[src/design/ftm_pkg.sv]
// Package for the fork token mutex agent: sizes, event and message codes,
// fork bit positions, sequencer states and the reset rule for a fork entry.
// Depends on nothing; imported by fork_token_mutex_agent_top.
package ftm_pkg;

  localparam int unsigned MAX_PEERS  = 16;
  localparam int unsigned ID_W       = $clog2(MAX_PEERS);
  localparam int unsigned COUNT_W    = ID_W + 1;
  localparam int unsigned FORK_W     = 3;
  localparam int unsigned FUNC_W     = 2;
  localparam int unsigned MSG_W      = 2;
  localparam int unsigned CFG_IDX_W  = 2;
  localparam int unsigned CFG_DATA_W = 5;

  // Bit positions inside one fork entry.
  localparam int unsigned FB_PRESENT = 0;
  localparam int unsigned FB_DIRTY   = 1;
  localparam int unsigned FB_TOKEN   = 2;

  typedef logic [ID_W-1:0]   peer_id_t;
  typedef logic [FORK_W-1:0] fork_t;

  localparam logic [FUNC_W-1:0] FUNC_REQ_ENTRY = 2'd0;
  localparam logic [FUNC_W-1:0] FUNC_MSG       = 2'd1;
  localparam logic [FUNC_W-1:0] FUNC_RELEASE   = 2'd2;

  localparam logic [MSG_W-1:0] MSG_FORK_REQ   = 2'd0;
  localparam logic [MSG_W-1:0] MSG_FORK_REPLY = 2'd1;
  localparam logic [MSG_W-1:0] MSG_PEER_DONE  = 2'd2;

  localparam logic SEND_FORK_REQ   = 1'b0;
  localparam logic SEND_FORK_REPLY = 1'b1;

  localparam logic [CFG_IDX_W-1:0] CFG_SELF_ID    = 2'd0;
  localparam logic [CFG_IDX_W-1:0] CFG_PEER_COUNT = 2'd1;

  typedef enum logic [1:0] {
    ST_IDLE,
    ST_MSG,
    ST_MSG2,
    ST_WALK
  } state_t;

  typedef enum logic [1:0] {
    WALK_REQ,
    WALK_REL,
    WALK_CHECK
  } walk_t;

  // Initial fork assignment: the lower id holds a dirty fork, the other
  // side holds the request token.
  function automatic fork_t init_fork(peer_id_t self_id, peer_id_t idx);
    fork_t f;
    f = '0;
    if (self_id < idx) begin
      f[FB_PRESENT] = 1'b1;
      f[FB_DIRTY]   = 1'b1;
    end else begin
      f[FB_TOKEN] = 1'b1;
    end
    return f;
  endfunction

endpackage

[src/design/fork_token_mutex_agent_top.sv]
// Top level of the fork token mutex agent: one node of a fork based
// distributed mutual exclusion scheme, fork state held in a small memory.
// Depends on ftm_pkg.
// Usage. An event is transferred in at a rising edge where start is high
// and busy is low: in_func selects request entry, message arrived or
// release; in_msg_kind and in_src_peer describe an arrived message.
// Each event produces zero or more message results followed by exactly one
// status result, each on the out_ ports for one cycle, marked by out_valid;
// out_last marks the status, whose out_granted says whether every active
// peer's fork is held and clean. The receiver cannot stall the block.
// Walk. Every event walks the fork memory once, one entry per cycle,
// behind a registered read, over ids 1 to n - 1, n being peer_count
// limited to 16. A fork request or reply adds the read-modify-write state
// ST_MSG before the walk, followed by ST_MSG2 when two messages go out.
// One event is in flight at a time; a new one may be transferred in the
// cycle the status shows, so the memory read port sets the rate.
// Configuration. The cfg_ port writes self_id (index 0) or peer_count
// (index 1) while busy is low; either write, like reset (self_id 1,
// peer_count 2), restores the initial fork assignment and clears every
// finished mark. Per-entry valid bits make a clearing pass unnecessary.
module fork_token_mutex_agent_top (
  input  logic                       clk,
  input  logic                       rst_n,
  input  logic                       start,
  output logic                       busy,
  input  logic [ftm_pkg::FUNC_W-1:0] in_func,
  input  logic [ftm_pkg::MSG_W-1:0]  in_msg_kind,
  input  logic [ftm_pkg::ID_W-1:0]   in_src_peer,
  output logic                       out_valid,
  output logic                       out_send_valid,
  output logic [ftm_pkg::ID_W-1:0]   out_dest_peer,
  output logic                       out_send_kind,
  output logic                       out_granted,
  output logic                       out_last,
  input  logic                       cfg_valid,
  output logic                       cfg_ready,
  input  logic [ftm_pkg::CFG_IDX_W-1:0]  cfg_index,
  input  logic [ftm_pkg::CFG_DATA_W-1:0] cfg_data
);
  import ftm_pkg::*;

  // Control state.
  state_t               state_r, state_nxt;
  walk_t                mode_r, mode_nxt;
  logic [MSG_W-1:0]     kind_r, kind_nxt;
  logic [COUNT_W-1:0]   rd_idx_r, rd_idx_nxt;
  logic                 p_vld_r, p_vld_nxt;
  logic                 grant_r, grant_nxt;
  peer_id_t             p_idx_r;

  // Configuration registers.
  peer_id_t             self_id_r;
  logic [COUNT_W-1:0]   peer_count_r;

  // Fork memory with per-entry valid bits, and finished marks.
  fork_t                fork_mem [MAX_PEERS];
  fork_t                rd_data_r;
  logic                 rd_hit_r;
  logic [MAX_PEERS-1:0] valid_r;
  logic [MAX_PEERS-1:0] fin_r;

  // Output register.
  logic                 out_valid_r;
  logic                 out_send_r, out_kind_r, out_grant_r, out_last_r;
  peer_id_t             out_dest_r;

  // Combinational controls.
  peer_id_t             rd_addr;
  logic                 mem_we;
  fork_t                mem_wdata;
  logic                 fin_set;
  logic                 emit;
  logic                 e_send, e_kind, e_grant, e_last;
  peer_id_t             e_dest;
  logic [COUNT_W-1:0]   n_lim;
  fork_t                cur;
  fork_t                upd;
  logic                 active;
  logic                 src_ok;
  logic                 issue;
  logic                 accept;
  logic                 cfg_wr;
  logic                 cfg_reinit;

  assign busy      = (state_r != ST_IDLE);
  assign cfg_ready = (state_r == ST_IDLE);
  assign accept    = start && (state_r == ST_IDLE);
  assign cfg_wr    = cfg_valid && cfg_ready;
  assign cfg_reinit = cfg_wr &&
                      ((cfg_index == CFG_SELF_ID) || (cfg_index == CFG_PEER_COUNT));

  // Ids in use are limited to the size of the fork memory.
  assign n_lim = (peer_count_r > COUNT_W'(MAX_PEERS)) ? COUNT_W'(MAX_PEERS)
                                                      : peer_count_r;

  // An entry never written since reset or reconfiguration reads as its
  // initial assignment.
  assign cur    = rd_hit_r ? rd_data_r : init_fork(self_id_r, p_idx_r);
  assign active = (p_idx_r != self_id_r) && !fin_r[p_idx_r];
  assign src_ok = (in_src_peer != '0) && (in_src_peer != self_id_r) &&
                  ({1'b0, in_src_peer} < n_lim);
  assign issue  = (rd_idx_r < n_lim);

  always_comb begin
    state_nxt  = state_r;
    mode_nxt   = mode_r;
    kind_nxt   = kind_r;
    rd_idx_nxt = rd_idx_r;
    p_vld_nxt  = 1'b0;
    grant_nxt  = grant_r;
    rd_addr    = p_idx_r;
    mem_we     = 1'b0;
    mem_wdata  = cur;
    fin_set    = 1'b0;
    emit       = 1'b0;
    e_send     = 1'b0;
    e_dest     = '0;
    e_kind     = SEND_FORK_REQ;
    e_grant    = 1'b0;
    e_last     = 1'b0;
    upd        = cur;

    case (state_r)
      ST_IDLE: begin
        rd_addr = in_src_peer;
        if (accept) begin
          rd_idx_nxt = COUNT_W'(1);
          grant_nxt  = 1'b1;
          kind_nxt   = in_msg_kind;
          state_nxt  = ST_WALK;
          mode_nxt   = WALK_CHECK;
          case (in_func)
            FUNC_REQ_ENTRY: mode_nxt = WALK_REQ;
            FUNC_RELEASE:   mode_nxt = WALK_REL;
            FUNC_MSG: begin
              if (src_ok && (in_msg_kind inside {MSG_FORK_REQ, MSG_FORK_REPLY})) begin
                state_nxt = ST_MSG;
              end else if (src_ok && (in_msg_kind == MSG_PEER_DONE)) begin
                fin_set = 1'b1;
              end
            end
            default: mode_nxt = WALK_CHECK;
          endcase
        end
      end

      // Read data of the sending peer's entry is ready: modify and write back.
      ST_MSG: begin
        mem_we    = 1'b1;
        mode_nxt  = WALK_CHECK;
        state_nxt = ST_WALK;
        if (kind_r == MSG_FORK_REPLY) begin
          upd[FB_PRESENT] = 1'b1;
          upd[FB_DIRTY]   = 1'b0;
          mem_wdata       = upd;
        end else begin
          upd[FB_TOKEN] = 1'b1;
          if (cur[FB_PRESENT] && cur[FB_DIRTY]) begin
            // A dirty fork is given up together with the token.
            mem_wdata = '0;
            emit      = 1'b1;
            e_send    = 1'b1;
            e_dest    = p_idx_r;
            e_kind    = SEND_FORK_REPLY;
            state_nxt = ST_MSG2;
          end else begin
            mem_wdata = upd;
          end
        end
      end

      // Ask for the fork straight back after handing it over.
      ST_MSG2: begin
        emit      = 1'b1;
        e_send    = 1'b1;
        e_dest    = p_idx_r;
        e_kind    = SEND_FORK_REQ;
        state_nxt = ST_WALK;
      end

      // One entry is read per cycle; the entry read last cycle is processed.
      ST_WALK: begin
        rd_addr = rd_idx_r[ID_W-1:0];
        if (issue) begin
          rd_idx_nxt = rd_idx_r + COUNT_W'(1);
          p_vld_nxt  = 1'b1;
        end
        if (p_vld_r && active) begin
          case (mode_r)
            WALK_REQ: begin
              if (!cur[FB_PRESENT] && cur[FB_TOKEN]) begin
                upd[FB_TOKEN] = 1'b0;
                emit   = 1'b1;
                e_send = 1'b1;
                e_dest = p_idx_r;
                e_kind = SEND_FORK_REQ;
              end
              mem_we    = 1'b1;
              mem_wdata = upd;
            end
            WALK_REL: begin
              if (cur[FB_PRESENT]) begin
                if (cur[FB_TOKEN]) begin
                  upd    = '0;
                  upd[FB_TOKEN] = 1'b1;
                  emit   = 1'b1;
                  e_send = 1'b1;
                  e_dest = p_idx_r;
                  e_kind = SEND_FORK_REPLY;
                end else begin
                  upd[FB_DIRTY] = 1'b1;
                end
              end
              mem_we    = 1'b1;
              mem_wdata = upd;
            end
            default: upd = cur;
          endcase
          if (!upd[FB_PRESENT] || upd[FB_DIRTY]) begin
            grant_nxt = 1'b0;
          end
        end
        if (!p_vld_r && !issue) begin
          emit      = 1'b1;
          e_grant   = grant_r;
          e_last    = 1'b1;
          state_nxt = ST_IDLE;
        end
      end

      default: state_nxt = ST_IDLE;
    endcase
  end

  // Control registers.
  always_ff @(posedge clk) begin
    if (!rst_n) begin
      state_r     <= ST_IDLE;
      mode_r      <= WALK_CHECK;
      kind_r      <= MSG_FORK_REQ;
      rd_idx_r    <= '0;
      p_vld_r     <= 1'b0;
      grant_r     <= 1'b0;
      out_valid_r <= 1'b0;
    end else begin
      state_r     <= state_nxt;
      mode_r      <= mode_nxt;
      kind_r      <= kind_nxt;
      rd_idx_r    <= rd_idx_nxt;
      p_vld_r     <= p_vld_nxt;
      grant_r     <= grant_nxt;
      out_valid_r <= emit;
    end
  end

  // Configuration registers, valid bits and finished marks.
  always_ff @(posedge clk) begin
    if (!rst_n) begin
      self_id_r    <= ID_W'(1);
      peer_count_r <= COUNT_W'(2);
      valid_r      <= '0;
      fin_r        <= '0;
    end else begin
      if (cfg_wr && (cfg_index == CFG_SELF_ID)) begin
        self_id_r <= cfg_data[ID_W-1:0];
      end
      if (cfg_wr && (cfg_index == CFG_PEER_COUNT)) begin
        peer_count_r <= cfg_data[COUNT_W-1:0];
      end
      if (cfg_reinit) begin
        valid_r <= '0;
        fin_r   <= '0;
      end else begin
        if (mem_we) begin
          valid_r[p_idx_r] <= 1'b1;
        end
        if (fin_set) begin
          fin_r[in_src_peer] <= 1'b1;
        end
      end
    end
  end

  // Fork memory: one write port, one registered read port.
  always_ff @(posedge clk) begin
    if (mem_we) begin
      fork_mem[p_idx_r] <= mem_wdata;
    end
    rd_data_r <= fork_mem[rd_addr];
    rd_hit_r  <= valid_r[rd_addr] && !cfg_reinit;
    p_idx_r   <= rd_addr;
  end

  // Result payload.
  always_ff @(posedge clk) begin
    if (emit) begin
      out_send_r  <= e_send;
      out_dest_r  <= e_dest;
      out_kind_r  <= e_kind;
      out_grant_r <= e_grant;
      out_last_r  <= e_last;
    end
  end

  assign out_valid      = out_valid_r;
  assign out_send_valid = out_send_r;
  assign out_dest_peer  = out_dest_r;
  assign out_send_kind  = out_kind_r;
  assign out_granted    = out_grant_r;
  assign out_last       = out_last_r;

`ifndef ASSERT_OFF
  // The status result is never a message.
  a_status_not_msg: assert property (@(posedge clk) disable iff (!rst_n)
    out_valid && out_last |-> !out_send_valid)
    else $error("status result carries a message");

  // Leaving the walk always delivers the status result next cycle.
  a_walk_ends_in_status: assert property (@(posedge clk) disable iff (!rst_n)
    (state_r == ST_WALK) && (state_nxt == ST_IDLE) |=> out_valid && out_last)
    else $error("walk finished without a status result");

  // The fork memory is only written while an event is in progress.
  a_no_write_idle: assert property (@(posedge clk) disable iff (!rst_n)
    (state_r == ST_IDLE) |-> !mem_we)
    else $error("fork memory written while idle");

  // Read data is only consumed inside a walk.
  a_proc_in_walk: assert property (@(posedge clk) disable iff (!rst_n)
    p_vld_r |-> (state_r == ST_WALK))
    else $error("walk read data pending outside the walk");

  // Configuration is never taken while an event is in flight.
  a_cfg_idle: assert property (@(posedge clk) disable iff (!rst_n)
    cfg_wr |-> !busy && !p_vld_r)
    else $error("configuration write during an event");
`endif

endmodule
[config.mk]
export PLATFORM = sky130hd
export DESIGN_NAME = fork_token_mutex_agent_top
export DESIGN_NICKNAME = d
export VERILOG_FILES = /design/src/design/ftm_pkg.sv /design/src/design/fork_token_mutex_agent_top.sv
export SDC_FILE = /design/constraint.sdc
export NUM_CORES = 1
export LEC_CHECK = 0
export ABC_AREA = 1
export BUFFER_PORTS_ARGS = -buffer_cell sky130_fd_sc_hd__buf_4
export CORE_MARGIN = 1
export CORE_UTILIZATION = 50
export CTS_CLUSTER_DIAMETER = 150
export DETAILED_ROUTE_END_ITERATION = 10
export PLACE_DENSITY = 0.67
export SETUP_SLACK_MARGIN = 0.3
export SLEW_MARGIN = 20
export SYNTH_ARGS = -nofsm -noshare
export SYNTH_HDL_FRONTEND = slang
export SYNTH_SLANG_ARGS = --single-unit
[constraint.sdc]
create_clock -name clk -period 3.3 [get_ports clk]
set_input_delay 0.66 -clock clk [delete_from_list [all_inputs] [get_ports clk]]
set_output_delay 0.66 -clock clk [all_outputs]
set_load 0.005 [all_outputs]
==> results of run 1 <==
==> worst max-delay path, cell delays in order (launching register included) <==
cell and delay, ps:
dfxtp_1 510, inv_2 140, ha_1 330, inv_1 40
o21bai_1 110, nand2_1 60, nand2_1 200, o21ai_0 180
a21oi_1 240, o21ai_0 140, nand2_1 460
==> power breakdown <==
group	leakage [uW]	internal [uW]	switching (uW)	total [uW]
Clock	0.000294	1190	681	1870
Sequential	0.00102	1970	129	2090
Combinational	0.00145	818	1830	2650
==> stage by stage <==
stage          hold slack, ps  worst slack [ps]  utilization [%]
6_report                437.3             604.1            60.62
5_1_grt                 458.2             387.5            60.62
4_1_cts                 437.9             526.8            60.57
3_5_place_dp            429.4             553.4            55.08
3_3_place_gp            426.4             637.2            55.08
2_1_floorplan           408.4             986.9                -
==> sequential cells by signal (all words and copies together) (netlist names), 2 cells and up <==
signal         flops
peer_count_r       5
rd_idx_r           5
mode_r             2
rd_data_r          3
kind_r             2
out_dest_peer      4
fork_mem          48
state_r            2
p_idx_r            4
self_id_r          4
valid_r           16
fin_r             16
==> per-layer routing <==
layer | routed length, um | share of wire, % | vias up | global-route usage, %
met1 | 6193 | 46 | 2217 | 33.73
met4 | 135 | 1.0 | 0 | 9.170
met3 | 897 | 6.7 | 11 | 5.499
li1 | - | - | 2327 | -
met2 | 6170 | 46 | 165 | 39.13
met5 | 0 | 0 | - | 0
==> layout by cell type, fill, tap and decap left out <==
cell type   count
nor2_1         94
inv_1          80
a21oi_1        43
bufinv_16       3
o21bai_1        1
nor2_4          1
edfxtp_1       56
clkinv_1        3
or2_1           1
xor2_1          2
nor3_1          4
inv_6           3
o21ai_2         1
inv_2           4
nand2_1       125
o21ai_1         2
a22oi_1         1
buf_4          37
or3_1           1
nand4_1         9
nand2_4         1
clkinvlp_4      2
clkinv_2        4
a21oi_2        10
or2_0           1
o211ai_1       31
dfxtp_1        63
xnor2_1         4
a211oi_1        1
nor3_2          1
clkinv_4        3
nand3_1        29
or2_2          14
nand3_2         2
o41ai_1         1
o21ai_0        43
clkbuf_16      17
nand2_2        11
nor3b_1         1
ha_1           16
==> cells by family after synthesis <==
family          count (synthesis)  share of synthesized area (%)
flops                         119                          51.42
compound gates                134                          13.99
fa+ha+maj                      16                          3.498
buf+inv                       108                          7.914
simple gates                  295                          22.26
xor+xnor                        6                         0.9182
==> area by class of cell <==
| type | count | share of cell area, % |
|---|---|---|
| flip-flops and latches | 119 | 44.20 |
| multi-input cells | 451 | 35.03 |
| clock buffers | 17 | 6.390 |
| inverters | 87 | 4.905 |
| repair buffers | 37 | 4.172 |
| clock inverters | 15 | 2.669 |
| well taps | 140 | 2.631 |
==> worst paths after layout <==
| kind | slack, ps | end | from | cells past startpoint |
|---|---|---|---|---|
| worst max register to register | 600 | fork_mem[15][2] | p_idx_r[1] | 10 |
| worst min register to register | 440 | fin_r[0] | fin_r[0] | 2 |
| worst max-delay path | 600 | fork_mem[15][2] | p_idx_r[1] | 10 |
| worst min-delay path | 440 | fin_r[0] | fin_r[0] | 2 |
==> timing repair <==
action | CTS | global route
resized for setup | 0 | 1
hold buffers | 0 | 0
setup endpoints to repair | 0 | 16
endpoints found under the hold margin | 0 | 0
==> summary.txt, run 1 <==
STA
  • Final setup vio count: 0
  • Final min period: 2696 ps
  • RSZ-0062 raised after global routing: false
  • Final hold vios: 0
  • Worst Tran Pin Value: 575.4 ps
  • Setup Total Neg Slack: 0 ps
  • Max Slew Vio Count: 0
  • Worst Clk Skew: 10.08 ps
  • Max transition margin: 61.55%
  • Final period util: 81.69%
  • Fmax achieved: 0.3709 GHz

Clock tree
  • Worst-Skew Late Latency: 420 ps
  • Post-CTS Setup Bufs: 0
  • CTS Buf Count: 17
  • Clk slew on worst S/H paths: 50 ps
  • # clock sinks: 119
  • # H-tree levels: 4
  • TritonCTS clock tree: built
  • Clk root buf: clkbuf_16
  • CTS Buffer Depth: 2

Finish
  • Area Overhead vs Synth: 16.33%
  • Non-filler instance count after layout: 866
  • FF+latch area: 2943 um^2
  • Multi-input gate area: 2332 um^2
  • Design area: 6658 um^2
  • Layout Nets: between 700 and 800
  • Fillers: between 900 and 1000
  • Antenna diodes: 0
  • Share of cells above drive strength 1: 15.70%

GRT
  • All-layer global routing usage: 24.94%
  • Largest net degree at the start of global routing: 33
  • First-pass GRT wire length: 22.07 mm
  • Vias in the first global route: 4486
  • GR Overflow Total: 0
  • Initial antenna violation count: 0

Run status
  • Status: finished clean

Floorplanning
  • Die area: 11880 um^2
  • Die Ht: around 110 um
  • Placeable Area: 10980 um^2
  • Initial Utilization: a little over half
  • Io pins: 30
  • Die width: approximately 110 um
  • Core Rows: 38

Routing
  • Routed Wire Length: 13.40 mm
  • Drt pass-1 iters: 5
  • Initial DRC Count: 366
  • Drt drc: 0
  • Antenna violation net count after detailed routing: 0
  • DR vias: 4720
  • Vias/cell: 5.450
  • Routed WL per cell: 15.47 um

Logic synthesis
  • Gate Count Post-Synth: ~680
  • Most numerous cell in the Yosys netlist: nand2_1
  • Mapped cell area: between 5000 and 6000 um^2
  • Synth area leader: edfxtp_1
  • Number of flops mapped to enable cells by yosys: 56
  • YS warnings: 0
  • Sequential area share after synthesis: 51.42%
  • FF+latch count, synth: between 100 and 150
  • Mean area per synthesized cell: 8.441 um^2
  • Cell variety after synth: 39
  • Syn nets: 713
  • Post-synth ARST share: 0%
  • Top cells by count, synth: 125 x nand2_1, 94 x nor2_1, 80 x inv_1
  • Post-synth top flop: dfxtp_1
  • Area contributors post-synth: edfxtp_1 29%, dfxtp_1 22%, nand2_1 8.2%
  • Yosys top cell area share: 29.38%

Worst setup path
  • Worst Path Required: around 3400 ps
  • Worst-path maximum fanout: 16
  • Arr. time, crit path: 2830 ps
  • Crit Path Class: reg2reg
  • Setup crit start kind: flip-flop
  • Worst setup EP type: flip-flop

Place
  • Placed Area: 6050 um^2
  • GP Congestion: 0.9011
  • DP Cell Count: 834
  • Hpwl dp: 9.608 mm
  • Buffers on Ports: 29

Flow run
  • MaxCap Viol Count: 0

Pwr
  • Lkg Pwr: 0.002767 uW
  • Power Total: approximately 6600 uW
  • PD cells: 993.2 nW/um^2
  • VDD IR max: 0.0005935 V

Hold path
  • Hold crit path type: reg2reg
No activity file was read; power rests on OpenSTA's default activity.
==> inputs of run 2 (changes only) <==
--- a/config.mk
+++ b/config.mk
@@ -11,7 +11,7 @@
 export CORE_UTILIZATION = 50
 export CTS_CLUSTER_DIAMETER = 150
 export DETAILED_ROUTE_END_ITERATION = 10
-export PLACE_DENSITY = 0.67
+export PLACE_DENSITY = 0.7
 export SETUP_SLACK_MARGIN = 0.3
 export SLEW_MARGIN = 20
 export SYNTH_ARGS = -nofsm -noshare
==> constraint.sdc (replaced) <==
create_clock -name clk -period 2.29 [get_ports clk]
set_input_delay 0.458 -clock clk [delete_from_list [all_inputs] [get_ports clk]]
set_output_delay 0.458 -clock clk [all_outputs]
set_load 0.005 [all_outputs]
==> summary.txt, run 2 (synthesized netlist as in run 1, its figures left out) <==
Run status
  • Status: complete, but fails checks
  • Violated checks: negative setup slack

Worst setup path
  • CP most frequent cell: a21oi_2
  • CP cell instances: o41ai_4 > nand2_2 > buf_4 > buf_4 > ha_4 > a21oi_2 > a21oi_2 > nor3_4 > buf_6 > nand4_1 > a21oi_2
  • Arr. time, crit path: 2740 ps (-90 ps)
  • Sum of buffers and inverters on the critical path: 3 (+1)
  • Crit Path Class: reg2reg
  • Worst-path maximum fanout: 4 (-12)
  • Worst setup EP type: flip-flop
  • Worst Path Required: 2630 ps (-810 ps)
  • Setup crit start kind: flip-flop
  • Max incr delay on CP: 410 ps (-100 ps)
  • CP delay by family, top: compound AO/OA/AOI/OAI gates
  • CP max-delay cell: o41ai_4

GRT
  • Initial antenna violation count: 0 (unchanged)
  • Largest net degree at the start of global routing: 33 (unchanged)
  • First-pass GRT wire length: 22.72 mm (+2.9%)
  • Vias in the first global route: 4743 (+5.7%)
  • All-layer global routing usage: 25.49% (+0.56 points)
  • GR Overflow Total: 0 (unchanged)

Flow run
  • MaxCap Viol Count: 0 (unchanged)

Routing
  • Antenna violation net count after detailed routing: 0 (unchanged)
  • Routed Wire Length: 14.40 mm (+7.5%)
  • Routed WL per cell: 16.05 um (+3.7%)
  • Drt drc: 0 (unchanged)
  • DR vias: 4955 (+5.0%)
  • Vias/cell: 5.524 (+1.4%)
  • Drt pass-1 iters: 5 (unchanged)
  • Initial DRC Count: 386 (+5.5%)

Finish
  • Fillers: 875 (-8.6%)
  • Largest regs: fork_mem x48, fin_r x16, valid_r x16
  • FF+latch area: 2962 um^2 (+0.64%)
  • Top reg by flops: fork_mem
  • Layout Nets: 779 (+4.1%)
  • Share of cells above drive strength 1: 28.27% (+13 points)
  • Max FFs per register: 48 (unchanged)
  • Area Overhead vs Synth: 25.89%
  • Multi-input gate area: 2635 um^2 (+13%)
  • Most frequent cells in the layout: 107 x nand2_1, 93 x nor2_1, 67 x inv_1
  • Commonest non-fill, non-tap cell in the layout: nand2_1
  • Antenna diodes: 0 (unchanged)

Floorplanning
  • Die area: 11880 um^2 (unchanged)
  • Core Rows: 38 (unchanged)
  • Io pins: 30 (unchanged)
  • Die Ht: 109.0 um (unchanged)
  • Die width: 109.0 um (unchanged)
  • Placeable Area: 10980 um^2 (unchanged)
  • Initial Utilization: 52.11% (unchanged)

Clock tree
  • TritonCTS clock tree: built
  • Clk root buf: clkbuf_16
  • Clk slew on worst S/H paths: 50 ps (about the same)
  • Worst-Skew Late Latency: 420 ps (about the same)
  • CTS Buf Count: 17 (unchanged)
  • CTS Buffer Depth: 2 (unchanged)
  • # clock sinks: 119 (unchanged)
  • # H-tree levels: 4 (unchanged)

STA
  • RSZ-0062 raised after global routing: true
  • Final hold vios: 0 (unchanged)
  • Worst Clk Skew: 7.179 ps (-2.903 ps)
  • Final WS setup: -106.7 ps (-710.8 ps)
  • Max transition margin: 71.00% (+9.5 points)
  • Worst Tran Pin Value: 432.1 ps (-143.3 ps)
  • Final min period: 2397 ps (-299.2 ps)
  • Max Slew Vio Count: 0 (unchanged)
  • Fin Hold WS: 258.2 ps (-179.2 ps)
  • Final setup vio count: 22 (+22)
  • Fmax achieved: 0.4172 GHz (+12%)
  • Final period util: 104.7% (+23 points)

Pwr
  • VDD IR max: 0.0009996 V (+68%)
  • PD cells: 1430 nW/um^2 (+44%)
  • Lkg Pwr: 0.002936 uW (+6.1%)

Place
  • Worst slack, placed: -37.38 ps (-590.8 ps)
  • Buffers on Ports: 29 (unchanged)
  • Hpwl dp: 9.595 mm (-0.13%)
  • GP Congestion: 0.9004 (about the same)

Hold path
  • Hold crit path type: in2reg
## run 2: cell types whose count changed in the layout (fill, tap and decap cells not counted), moves of 7 or more
cell | previous run | this run
dfxtp_1 | 63 | 52
a21oi_2 | 10 | 22
dfxtp_2 | 0 | 9
buf_6 | 0 | 7
buf_4 | 37 | 57
inv_2 | 4 | 12
inv_1 | 80 | 67
nand2_2 | 11 | 23
a21oi_1 | 43 | 31
o21ai_0 | 43 | 32
nand2_1 | 125 | 107
## run 2: per-stage QoR
stage / utilization, % / total power [uW] / cell area, um^2 / TNS, ps / instances
final: 65.60 / 10300 / 7204 / -1389 / 897
after global routing: 65.60 / 10920 / 7204 / -4921 / 897
after CTS: 63.31 / 9841 / 6953 / 0 / 889
after detailed placement: 56.82 / 7274 / 6241 / -298.5 / 850
after global placement: 56.82 / 7179 / 6241 / 0 / 850
after floorplan: - / 5765 / 5769 / 0 / 678
## run 2: final timing paths
path	startpoint	to	slack [ps]	cells after the start
setup / recovery	peer_count_r[0]	fin_r[2]	-110	11
hold / removal	cfg_data[1]	peer_count_r[1]	260	3
setup reg to reg	peer_count_r[0]	fin_r[2]	-110	11
hold reg to reg	fin_r[0]	fin_r[0]	430	2
## run 2: power by group
group | internal (uW) | total (uW) | switching (uW)
clock | 1400 | 2350 | 953
combinational | 1770 | 4930 | 3150
sequential | 2840 | 3020 | 178
total | 6020 | 10300 | 4290
## run 2: layout make-up
| cell class | count | area share [%] |
|---|---|---|
| clock buffers | 20 | 6.200 |
| flip-flops and latches | 119 | 41.11 |
| clock inverters | 12 | 1.111 |
| multi-input cells | 452 | 36.58 |
| repair buffers | 67 | 7.867 |
| well taps | 140 | 2.431 |
| inverters | 87 | 4.706 |
## run 2: metal layers
layer,vias to the layer above,global-route usage [%],share of wire [%]
met2,180,40.75,47
li1,2387,-,-
met5,-,0,0
met3,30,6.336,6.1
met1,2358,32.53,44
met4,0,11.39,2.1
## run 2: repair_timing
item,in CTS,in global routing
hold endpoints to repair,0,0
setup endpoints to repair,138,157
buffers inserted,6,7
pin swaps,12,22
cloned,1,1
resized for setup,35,63
hold buffers,0,0
## run 2: tightest hold or removal path, stage by stage
cell	delay, ps
buf_4	90
nand2_1	50
nand3_1	50
